### src/design/tidr_pkg.sv
package tidr_pkg;

    localparam int unsigned XID_W = 32;
    localparam int unsigned CONN_W = 8;
    localparam int unsigned CTR_W = 24;
    localparam int unsigned REQ_W = 2;

    localparam logic [REQ_W-1:0] REQ_INSERT = 2'd0;
    localparam logic [REQ_W-1:0] REQ_LOOKUP_KEEP = 2'd1;
    localparam logic [REQ_W-1:0] REQ_LOOKUP_DROP = 2'd2;

    localparam logic [XID_W-1:0] XID_MISS = 32'hFFFF_FFFF;
    localparam logic [CTR_W-1:0] CTR_LAST = 24'hFF_FFFE;
    localparam logic [CTR_W-1:0] CTR_FIRST = 24'h00_0001;

    typedef struct packed {
        logic [XID_W-1:0] tag;
        logic [XID_W-1:0] orig;
    } entry_t;

    typedef struct packed {
        logic insert;
        logic evict;
        logic drop;
    } cell_ctrl_t;

endpackage

### src/design/tidr_cell.sv
module tidr_cell (
    input  logic                          clk,
    input  logic                          rst_n,
    input  tidr_pkg::cell_ctrl_t          ctrl,
    input  logic                          prev_valid,
    input  logic                          nbr_valid,
    input  tidr_pkg::entry_t              nbr_entry,
    input  tidr_pkg::entry_t              new_entry,
    input  logic [tidr_pkg::XID_W-1:0]    want,
    input  logic                          above_in,
    input  logic [tidr_pkg::XID_W-1:0]    sel_in,
    output logic                          valid,
    output logic                          above_out,
    output logic [tidr_pkg::XID_W-1:0]    sel_out,
    output tidr_pkg::entry_t              entry
);

    logic             valid_reg;
    logic             valid_next;
    tidr_pkg::entry_t entry_reg;
    tidr_pkg::entry_t entry_next;
    logic             match;
    logic             first;
    logic             shift;
    logic             load;

    assign match     = valid_reg && (entry_reg.tag == want);
    assign first     = match && !above_in;
    assign above_out = above_in || match;
    assign sel_out   = sel_in | (first ? entry_reg.orig : '0);

    // shift toward the oldest end on eviction, or behind a removed match
    assign shift = ctrl.evict || (ctrl.drop && above_out);
    assign load  = ctrl.insert && !ctrl.evict && !valid_reg && prev_valid;

    always_comb
    begin
        valid_next = valid_reg;
        entry_next = entry_reg;
        if (shift)
        begin
            valid_next = nbr_valid;
            entry_next = nbr_entry;
        end
        else if (load)
        begin
            valid_next = 1'b1;
            entry_next = new_entry;
        end
    end

    always_ff @(posedge clk or negedge rst_n)
    begin
        if (!rst_n)
        begin
            valid_reg <= 1'b0;
        end
        else
        begin
            valid_reg <= valid_next;
        end
    end

    always_ff @(posedge clk)
    begin
        entry_reg <= entry_next;
    end

    assign valid = valid_reg;
    assign entry = entry_reg;

endmodule

### src/design/transaction_id_remap_table_core.sv
// channel | signals                                          | transfer when
// in      | in_valid in_ready req_type conn_id orig_xid tagged_xid | in_valid && in_ready
// out     | out_valid out_ready result_xid hit evicted        | out_valid && out_ready
//
// One request per cycle; the result is registered and appears the cycle after
// acceptance. Tags are matched in all cells at once, and the oldest-match
// priority and result select ripple along the row of cells.
// Reset empties the table and clears the tag counter; no clearing pass.
// in_ready is low only while a result waits and out_ready is low.
module transaction_id_remap_table_core #(
    parameter int unsigned CHAIN_LIMIT = 10
) (
    input  logic                         clk,
    input  logic                         rst_n,
    input  logic                         in_valid,
    output logic                         in_ready,
    input  logic [tidr_pkg::REQ_W-1:0]   req_type,
    input  logic [tidr_pkg::CONN_W-1:0]  conn_id,
    input  logic [tidr_pkg::XID_W-1:0]   orig_xid,
    input  logic [tidr_pkg::XID_W-1:0]   tagged_xid,
    output logic                         out_valid,
    input  logic                         out_ready,
    output logic [tidr_pkg::XID_W-1:0]   result_xid,
    output logic                         hit,
    output logic                         evicted
);

    localparam int unsigned DEPTH = CHAIN_LIMIT - 1;

    logic                          take;
    logic                          full;
    logic                          is_insert;
    logic                          is_lookup;
    logic [tidr_pkg::CTR_W-1:0]    ctr_reg;
    logic [tidr_pkg::CTR_W-1:0]    ctr_next;
    tidr_pkg::entry_t              new_entry;
    tidr_pkg::cell_ctrl_t          ctrl;
    logic [DEPTH-1:0]              valid_w;
    tidr_pkg::entry_t              entry_w [DEPTH];
    logic [DEPTH:0]                above_w;
    logic [tidr_pkg::XID_W-1:0]    sel_w [DEPTH+1];
    logic                          out_valid_reg;
    logic                          out_valid_next;
    logic [tidr_pkg::XID_W-1:0]    result_reg;
    logic [tidr_pkg::XID_W-1:0]    result_next;
    logic                          hit_reg;
    logic                          hit_next;
    logic                          evicted_reg;
    logic                          evicted_next;

    assign in_ready  = !out_valid_reg || out_ready;
    assign take      = in_valid && in_ready;
    assign full      = valid_w[DEPTH-1];
    assign is_insert = (req_type == tidr_pkg::REQ_INSERT);
    assign is_lookup = (req_type == tidr_pkg::REQ_LOOKUP_KEEP)
                    || (req_type == tidr_pkg::REQ_LOOKUP_DROP);

    assign ctr_next = (ctr_reg == tidr_pkg::CTR_LAST) ? tidr_pkg::CTR_FIRST
                    : ctr_reg + tidr_pkg::CTR_W'(1);

    assign new_entry.tag  = {conn_id, ctr_next};
    assign new_entry.orig = orig_xid;

    assign ctrl.insert = take && is_insert;
    assign ctrl.evict  = take && is_insert && full;
    assign ctrl.drop   = take && (req_type == tidr_pkg::REQ_LOOKUP_DROP);

    assign above_w[0] = 1'b0;
    assign sel_w[0]   = '0;

    for (genvar i = 0; i < DEPTH; i++)
    begin : g_cell
        logic             prev_v;
        logic             nbr_v;
        tidr_pkg::entry_t nbr_e;

        if (i == 0)
        begin : g_head
            assign prev_v = 1'b1;
        end
        else
        begin : g_body
            assign prev_v = valid_w[i-1];
        end

        if (i == DEPTH - 1)
        begin : g_tail
            assign nbr_v = ctrl.evict;
            assign nbr_e = new_entry;
        end
        else
        begin : g_link
            assign nbr_v = valid_w[i+1];
            assign nbr_e = entry_w[i+1];
        end

        tidr_cell u_cell (
            .clk        (clk),
            .rst_n      (rst_n),
            .ctrl       (ctrl),
            .prev_valid (prev_v),
            .nbr_valid  (nbr_v),
            .nbr_entry  (nbr_e),
            .new_entry  (new_entry),
            .want       (tagged_xid),
            .above_in   (above_w[i]),
            .sel_in     (sel_w[i]),
            .valid      (valid_w[i]),
            .above_out  (above_w[i+1]),
            .sel_out    (sel_w[i+1]),
            .entry      (entry_w[i])
        );
    end

    always_comb
    begin
        out_valid_next = out_valid_reg;
        result_next    = result_reg;
        hit_next       = hit_reg;
        evicted_next   = evicted_reg;
        if (take)
        begin
            out_valid_next = 1'b1;
            if (is_insert)
            begin
                result_next  = new_entry.tag;
                hit_next     = 1'b1;
                evicted_next = full;
            end
            else if (is_lookup && above_w[DEPTH])
            begin
                result_next  = sel_w[DEPTH];
                hit_next     = 1'b1;
                evicted_next = 1'b0;
            end
            else
            begin
                result_next  = tidr_pkg::XID_MISS;
                hit_next     = 1'b0;
                evicted_next = 1'b0;
            end
        end
        else if (out_ready)
        begin
            out_valid_next = 1'b0;
        end
    end

    always_ff @(posedge clk or negedge rst_n)
    begin
        if (!rst_n)
        begin
            out_valid_reg <= 1'b0;
            ctr_reg       <= '0;
        end
        else
        begin
            out_valid_reg <= out_valid_next;
            if (ctrl.insert)
            begin
                ctr_reg <= ctr_next;
            end
        end
    end

    always_ff @(posedge clk)
    begin
        result_reg  <= result_next;
        hit_reg     <= hit_next;
        evicted_reg <= evicted_next;
    end

    assign out_valid  = out_valid_reg;
    assign result_xid = result_reg;
    assign hit        = hit_reg;
    assign evicted    = evicted_reg;

endmodule

### config.mk
export PLATFORM = sky130hd
export DESIGN_NAME = transaction_id_remap_table_core
export DESIGN_NICKNAME = d
export VERILOG_FILES = /design/src/design/tidr_pkg.sv /design/src/design/tidr_cell.sv /design/src/design/transaction_id_remap_table_core.sv
export SDC_FILE = /design/constraint.sdc
export NUM_CORES = 1
export LEC_CHECK = 0
export ABC_AREA = 1
export ABC_CLOCK_PERIOD_IN_PS = 5200
export BUFFER_PORTS_ARGS = -buffer_cell sky130_fd_sc_hd__buf_2
export CAP_MARGIN = 20
export CELL_PAD_IN_SITES_DETAIL_PLACEMENT = 2
export CELL_PAD_IN_SITES_GLOBAL_PLACEMENT = 2
export CORE_ASPECT_RATIO = 2
export CORE_MARGIN = 3
export CORE_UTILIZATION = 39
export DETAILED_ROUTE_END_ITERATION = 10
export PLACE_DENSITY_LB_ADDON = 0.1
export SETUP_SLACK_MARGIN = 0.4
export SYNTH_ARGS = -nofsm -noshare
export SYNTH_HDL_FRONTEND = slang
export SYNTH_HIERARCHICAL = 1
export SYNTH_SLANG_ARGS = --single-unit
### constraint.sdc
create_clock -name clk -period 5.2 [get_ports clk]
set_input_delay 0.52 -clock clk [delete_from_list [all_inputs] [get_ports clk]]
set_output_delay 0.52 -clock clk [all_outputs]
set_load 0.05 [all_outputs]
Yosys cells after proc, flatten, opt, wreduce, memory -nomap -nowiden:

Index checks and enable logic that the tools add are counted.

* bits in registers: 644
* bits of input ports: 78
* output and inout bits: 36
* logic and storage cells: 202

* $add $sub $neg: 1
* equality and inequality tests: 12
* mux-type cells: 51
* bitwise gates (word level): 8
* reductions and logical operators: 98

Operators with widths (count)
* $mux W64: 18
* $mux W32: 11
* $eq A32 B32 Y1: 9
* $or A32 B32 Y32: 8
* $logic_and A1 B1 Y1: 49
* $add A24 B1 Y24 const B: 1
* $eq A24 B24 Y1 const B: 1
* $mux W24: 1
* $mux W1: 21
* $reduce_bool A2 Y1: 10
* $logic_not A1 Y1: 19
* $logic_or A1 B1 Y1: 19
* $eq A2 B1 Y1 const B: 1
* $eq A2 B2 Y1 const B: 1
* $logic_not A2 Y1: 1

Logic depth before layout (Yosys ltp):

* word-level depth: 15
* mapped depth: 32
* depth with buffers taken out: 31

By module:

Netlist, hierarchy kept.

Modules (own cells, without submodules)
* tidr_cell: instances 9, cells each 457, area each 3771.1 µm², sequential area each 1946.9 µm²
* transaction_id_remap_table_core: instances 1, cells each 434, area each 3373.2 µm², sequential area each 1646.6 µm²

Worst setup path before layout:

OpenSTA, ideal clock, no wires.

* kind: input to register
* start: in tagged_xid[27] (netlist bit)
* end: reg g_cell[8].u_cell.entry_reg (netlist bit g_cell[8].u_cell/entry[0]), enable pin
* library setup time: 0.859 ns
* arrival: 3.918 ns
* required time: 4.341 ns
* slack: 0.424 ns
* stages on the path: 27
* buffers on the path: 1
* path through: inv_1 > or2_2 > nand2_1 > nor2_1 > nand2_1 > nor2_1 > nand3_1 > nand2_1 > inv_1 > nand2_1 > inv_1 > nand2_1 > inv_1 > nand2_1 > inv_1 > nand2_1 > inv_1 > nand2_1 > inv_1 > nand2_1 > inv_1 > nand2_1 > inv_1 > nand2_1 > nand2_2 > buf_4 > nand3_1

* longest elaborated chain between the ends: 13
* elaborated cells between the ends (all ways): 29
* classes of those cells: eq/ne (9); reduce/logical (20)

Ends and longest elaborated chain
* start: declaration: line transaction_id_remap_table_core.sv:20 `input logic [tidr_pkg::XID_W-1:0] tagged_xid,`
* $eq A32 B32 Y1: line tidr_cell.sv:27 `assign match = valid_reg && (entry_reg.tag == want);`
* $logic_and A1 B1 Y1: line tidr_cell.sv:27
* net above_w[1]: line transaction_id_remap_table_core.sv:40 `logic [DEPTH:0] above_w;`
* $logic_or A1 B1 Y1: line tidr_cell.sv:29 `assign above_out = above_in || match;`
* net above_w[2]: line transaction_id_remap_table_core.sv:40
* $logic_or A1 B1 Y1: line tidr_cell.sv:29
* net above_w[3]: line transaction_id_remap_table_core.sv:40
* $logic_or A1 B1 Y1: line tidr_cell.sv:29
* net above_w[4]: line transaction_id_remap_table_core.sv:40
* [1 not listed]
* net above_w[5]: line transaction_id_remap_table_core.sv:40
* [1 not listed]
* net above_w[6]: line transaction_id_remap_table_core.sv:40
* [1 not listed]
* net above_w[7]: line transaction_id_remap_table_core.sv:40
* $logic_or A1 B1 Y1: line tidr_cell.sv:29
* net above_w[8]: line transaction_id_remap_table_core.sv:40
* $logic_or A1 B1 Y1: line tidr_cell.sv:29
* net above_w[9]: line transaction_id_remap_table_core.sv:40
* $logic_and A1 B1 Y1: line tidr_cell.sv:33 `assign shift = ctrl.evict || (ctrl.drop && above_out);`
* $logic_or A1 B1 Y1: line tidr_cell.sv:33
* $reduce_bool A2 Y1 (no line)
* end signal: assignment: line tidr_cell.sv:66 `entry_reg <= entry_next;`
* end: declaration: line tidr_cell.sv:20 `tidr_pkg::entry_t entry_reg;`

The timed path passes the listed nets, and every way through them passes these cells.
A chain may end at the register's enable or synchronous reset.

==> run metrics <==
peak supply drop=0.2786 mV; Die Span X=224.7 um; first-pass GRT wire length=about 240 mm; Hold/Removal Path Class=in -> reg; Max Slew Vio Count=0; CTS root buf=clkbuf_16; final core occ=0.4408; leakage power=about 20 nW; largest net degree at the start of global routing=66; initial antenna violation count=8; vias per cell=roughly 5.8; Initial Utilization=0.3957; Slew @ Worst Pin=about 1.1 ns; DIE AREA=0.09965 mm2; Slew headroom=0.2927; Final Hold Fails=0; synth warn=6; Main synth FF type=edfxtp_1; CP startpoint kind=register; skew final=a little under 0.03 ns; Final Cycle Share=0.8385; 1st-pass router iterations=5; Syn Area/Cell=between 8 and 9 um2; nets@finish=4717; post-synthesis sequential area ratio=0.5137; Layout area overhead=11.39%; DR iter-0 viols=2059; DRC Markers=0; DRT antenna net count=0; Crit. End Element=register; cell mode on critical path=nand2_1; Mapped Area=around 0.037 mm2; Resized cells post-CTS=0; Yosys cell types=31; post-place setup slack=~0.43 ns; Cells after Synth=4547; fin crit period=between 4 and 5 ns; Pwr Total=14.91 mW; hold_ws=0.1631 ns; Post-Route WL=approximately 160 mm; floorplan row count=between 150 and 200; CTS Hold Bufs=1; Num CTS Buffers=67; min setup slack post-route=approximately 0.84 ns; placed wire-length estimate=between 100 and 150 mm; Core Area=0.09430 mm2; Clock transition at path regs=~0.070 ns; RSZ-0062 raised after global routing=no; routability cong.=between 0.9 and 1; Die H=~440 um; setup TNS=0 ns; grt total ovfl=0; port bufs=between 100 and 150; WL/cell=~27 um; I/O pins=roughly 110; Largest register FFs=576; CP arrival=4.76 ns; MaxCap Viol Count=0; CP Data Required Time=between 5 and 6 ns; number of synthesized flops with an enable pin=a little over 600; Total GRT Usage=0.3215; # Post-CTS Setup Buffers=0; total number of vias=around 34000; Critical-path top delay cell=dfrtp_1; Cell Pwr Density=about 360 mW/mm2; worst-skew pair later-pin latency=0.67 ns; f_max=between 0.2 and 0.25 GHz; status=finished, final reports clean; Yosys top cell area share=0.4909; synth top area cells=edfxtp_1 49%, nand2_1 18%, nand3_1 8.6%, a21o_1 5.8%, inv_1 4.1%; CTS tree=built; share of post-route cells with drive strength above 1=0.08127; Synth Register Bits=644; number of global-route vias before repair=38040; FILL cells=around 11000; final setup violation count=0; H-tree levels=3; Clock Sinks=approximately 640; delay of the slowest cell on the worst path=0.38 ns; CP max FO=50; WS Path Type=reg -> reg; CTS max path bufs=3; FFs w/ async S/R, synth=0.05280; largest area contributor in the netlist=edfxtp_1
logic make-up after synthesis:
family | synth area share
xor gates and xnor gates | 0.02206
adders and majority gates | 0.001341
AOI/OAI and AO/OA | 0.07954
and+or+nand+nor | 0.3008
DFF | 0.5137
buffers and inverters | 0.08236
other | 0.0002013
layout make-up:
type / instances / area (um2) / share of cell area
Antenna cell: 2 / 5.005 / 0.0001204
Clock buffer: 101 / 1949 / 0.04690
Clock inverter: 21 / 123.9 / 0.002980
Inverter: 411 / 1545 / 0.03718
Multi-Input combinational cell: 3292 / 15470 / 0.3721
Sequential cell: 644 / 19170 / 0.4612
Tap cell: 1207 / 1510 / 0.03633
Timing Repair Buffer: 219 / 1797 / 0.04323
power breakdown:
| part | total [mW] | leakage [nW] | switching [mW] | internal (mW) |
|---|---|---|---|---|
| clock | 4.86 | 1.01 | 2.22 | 2.64 |
| combinational | 3.19 | 12.9 | 2.29 | 0.891 |
| sequential | 6.86 | 6.08 | 0.374 | 6.48 |
worst paths after layout:
path                       slack (ns)  cells past startpoint                         end                       start
max in group asynchronous        4.25                      3                 ctr_reg[20]                       rst_n
min reg2reg                      0.54                      2  g_cell[1].u_cell/entry[30]  g_cell[2].u_cell/entry[30]
max                              0.84                     28   g_cell[8].u_cell/entry[7]      g_cell[0].u_cell/valid
min                              0.16                      4                   out_valid                   out_ready
min in group asynchronous        0.49                      3                  ctr_reg[5]                       rst_n
max reg2reg                      0.84                     28   g_cell[8].u_cell/entry[7]      g_cell[0].u_cell/valid
Yosys cell counts, types with 9 or more instances:
| cell | instances |
|---|---|
| nand2_1 | 1810 |
| nand3_1 | 644 |
| edfxtp_1 | 610 |
| inv_1 | 411 |
| a21o_1 | 288 |
| nor2_1 | 173 |
| o21ai_0 | 123 |
| clkbuf_1 | 82 |
| buf_6 | 57 |
| xnor2_1 | 48 |
| buf_2 | 47 |
| xor2_1 | 46 |
| buf_4 | 45 |
| dfrtp_1 | 34 |
| nand4_1 | 28 |
| a21oi_1 | 20 |
| or2_2 | 19 |
| nand2_2 | 12 |
| o22ai_1 | 9 |
| or2_0 | 9 |
metrics by stage:
stage	instances	instance area, um2
after floorplan	4580	37440
after global placement	5765	39290
after detailed placement	5771	39450
after CTS	5894	41530
after global routing	5896	41560
final	5897	41560
cells in the final DEF, fill, tap and decap left out, drive strengths merged:
cell type,netlist,routed
nand2,1822,1822
nand3,644,644
edfxtp,610,610
inv,411,410
a21o,288,288
buf,151,218
nor2,180,180
o21ai,124,124
clkbuf,82,101
xnor2,48,48
xor2,46,46
conb,2,35
dfrtp,34,34
nand4,28,28
or2,28,28
a21oi,20,20
clkinv,0,20
o22ai,9,9
and3,7,7
ha,4,4
and2,3,3
o21bai,3,3
diode,0,2
nor3,2,2
a31oi,1,1
bufinv,0,1
clkinvlp,0,1
dlygate4sd3,0,1
worst max-delay path, delay by kind of cell (launching register included):
family | cells | cell delay (ns)
buf+inv | 10 | 1.05
simple gates | 17 | 2.45
flops | 1 | 0.38
compound gates | 1 | 0.15
layer usage:
| metal | GRT usage | up-vias | wire length, um |
|---|---|---|---|
| met5 | 0 | - | 59 |
| met4 | 0.2081 | 8 | 12110 |
| met3 | 0.04293 | 501 | 5971 |
| met2 | 0.6322 | 969 | 90000 |
| met1 | 0.3048 | 17540 | 52820 |
| li1 | - | 15020 | - |
Note: power is estimated with default switching activity, not from simulation.
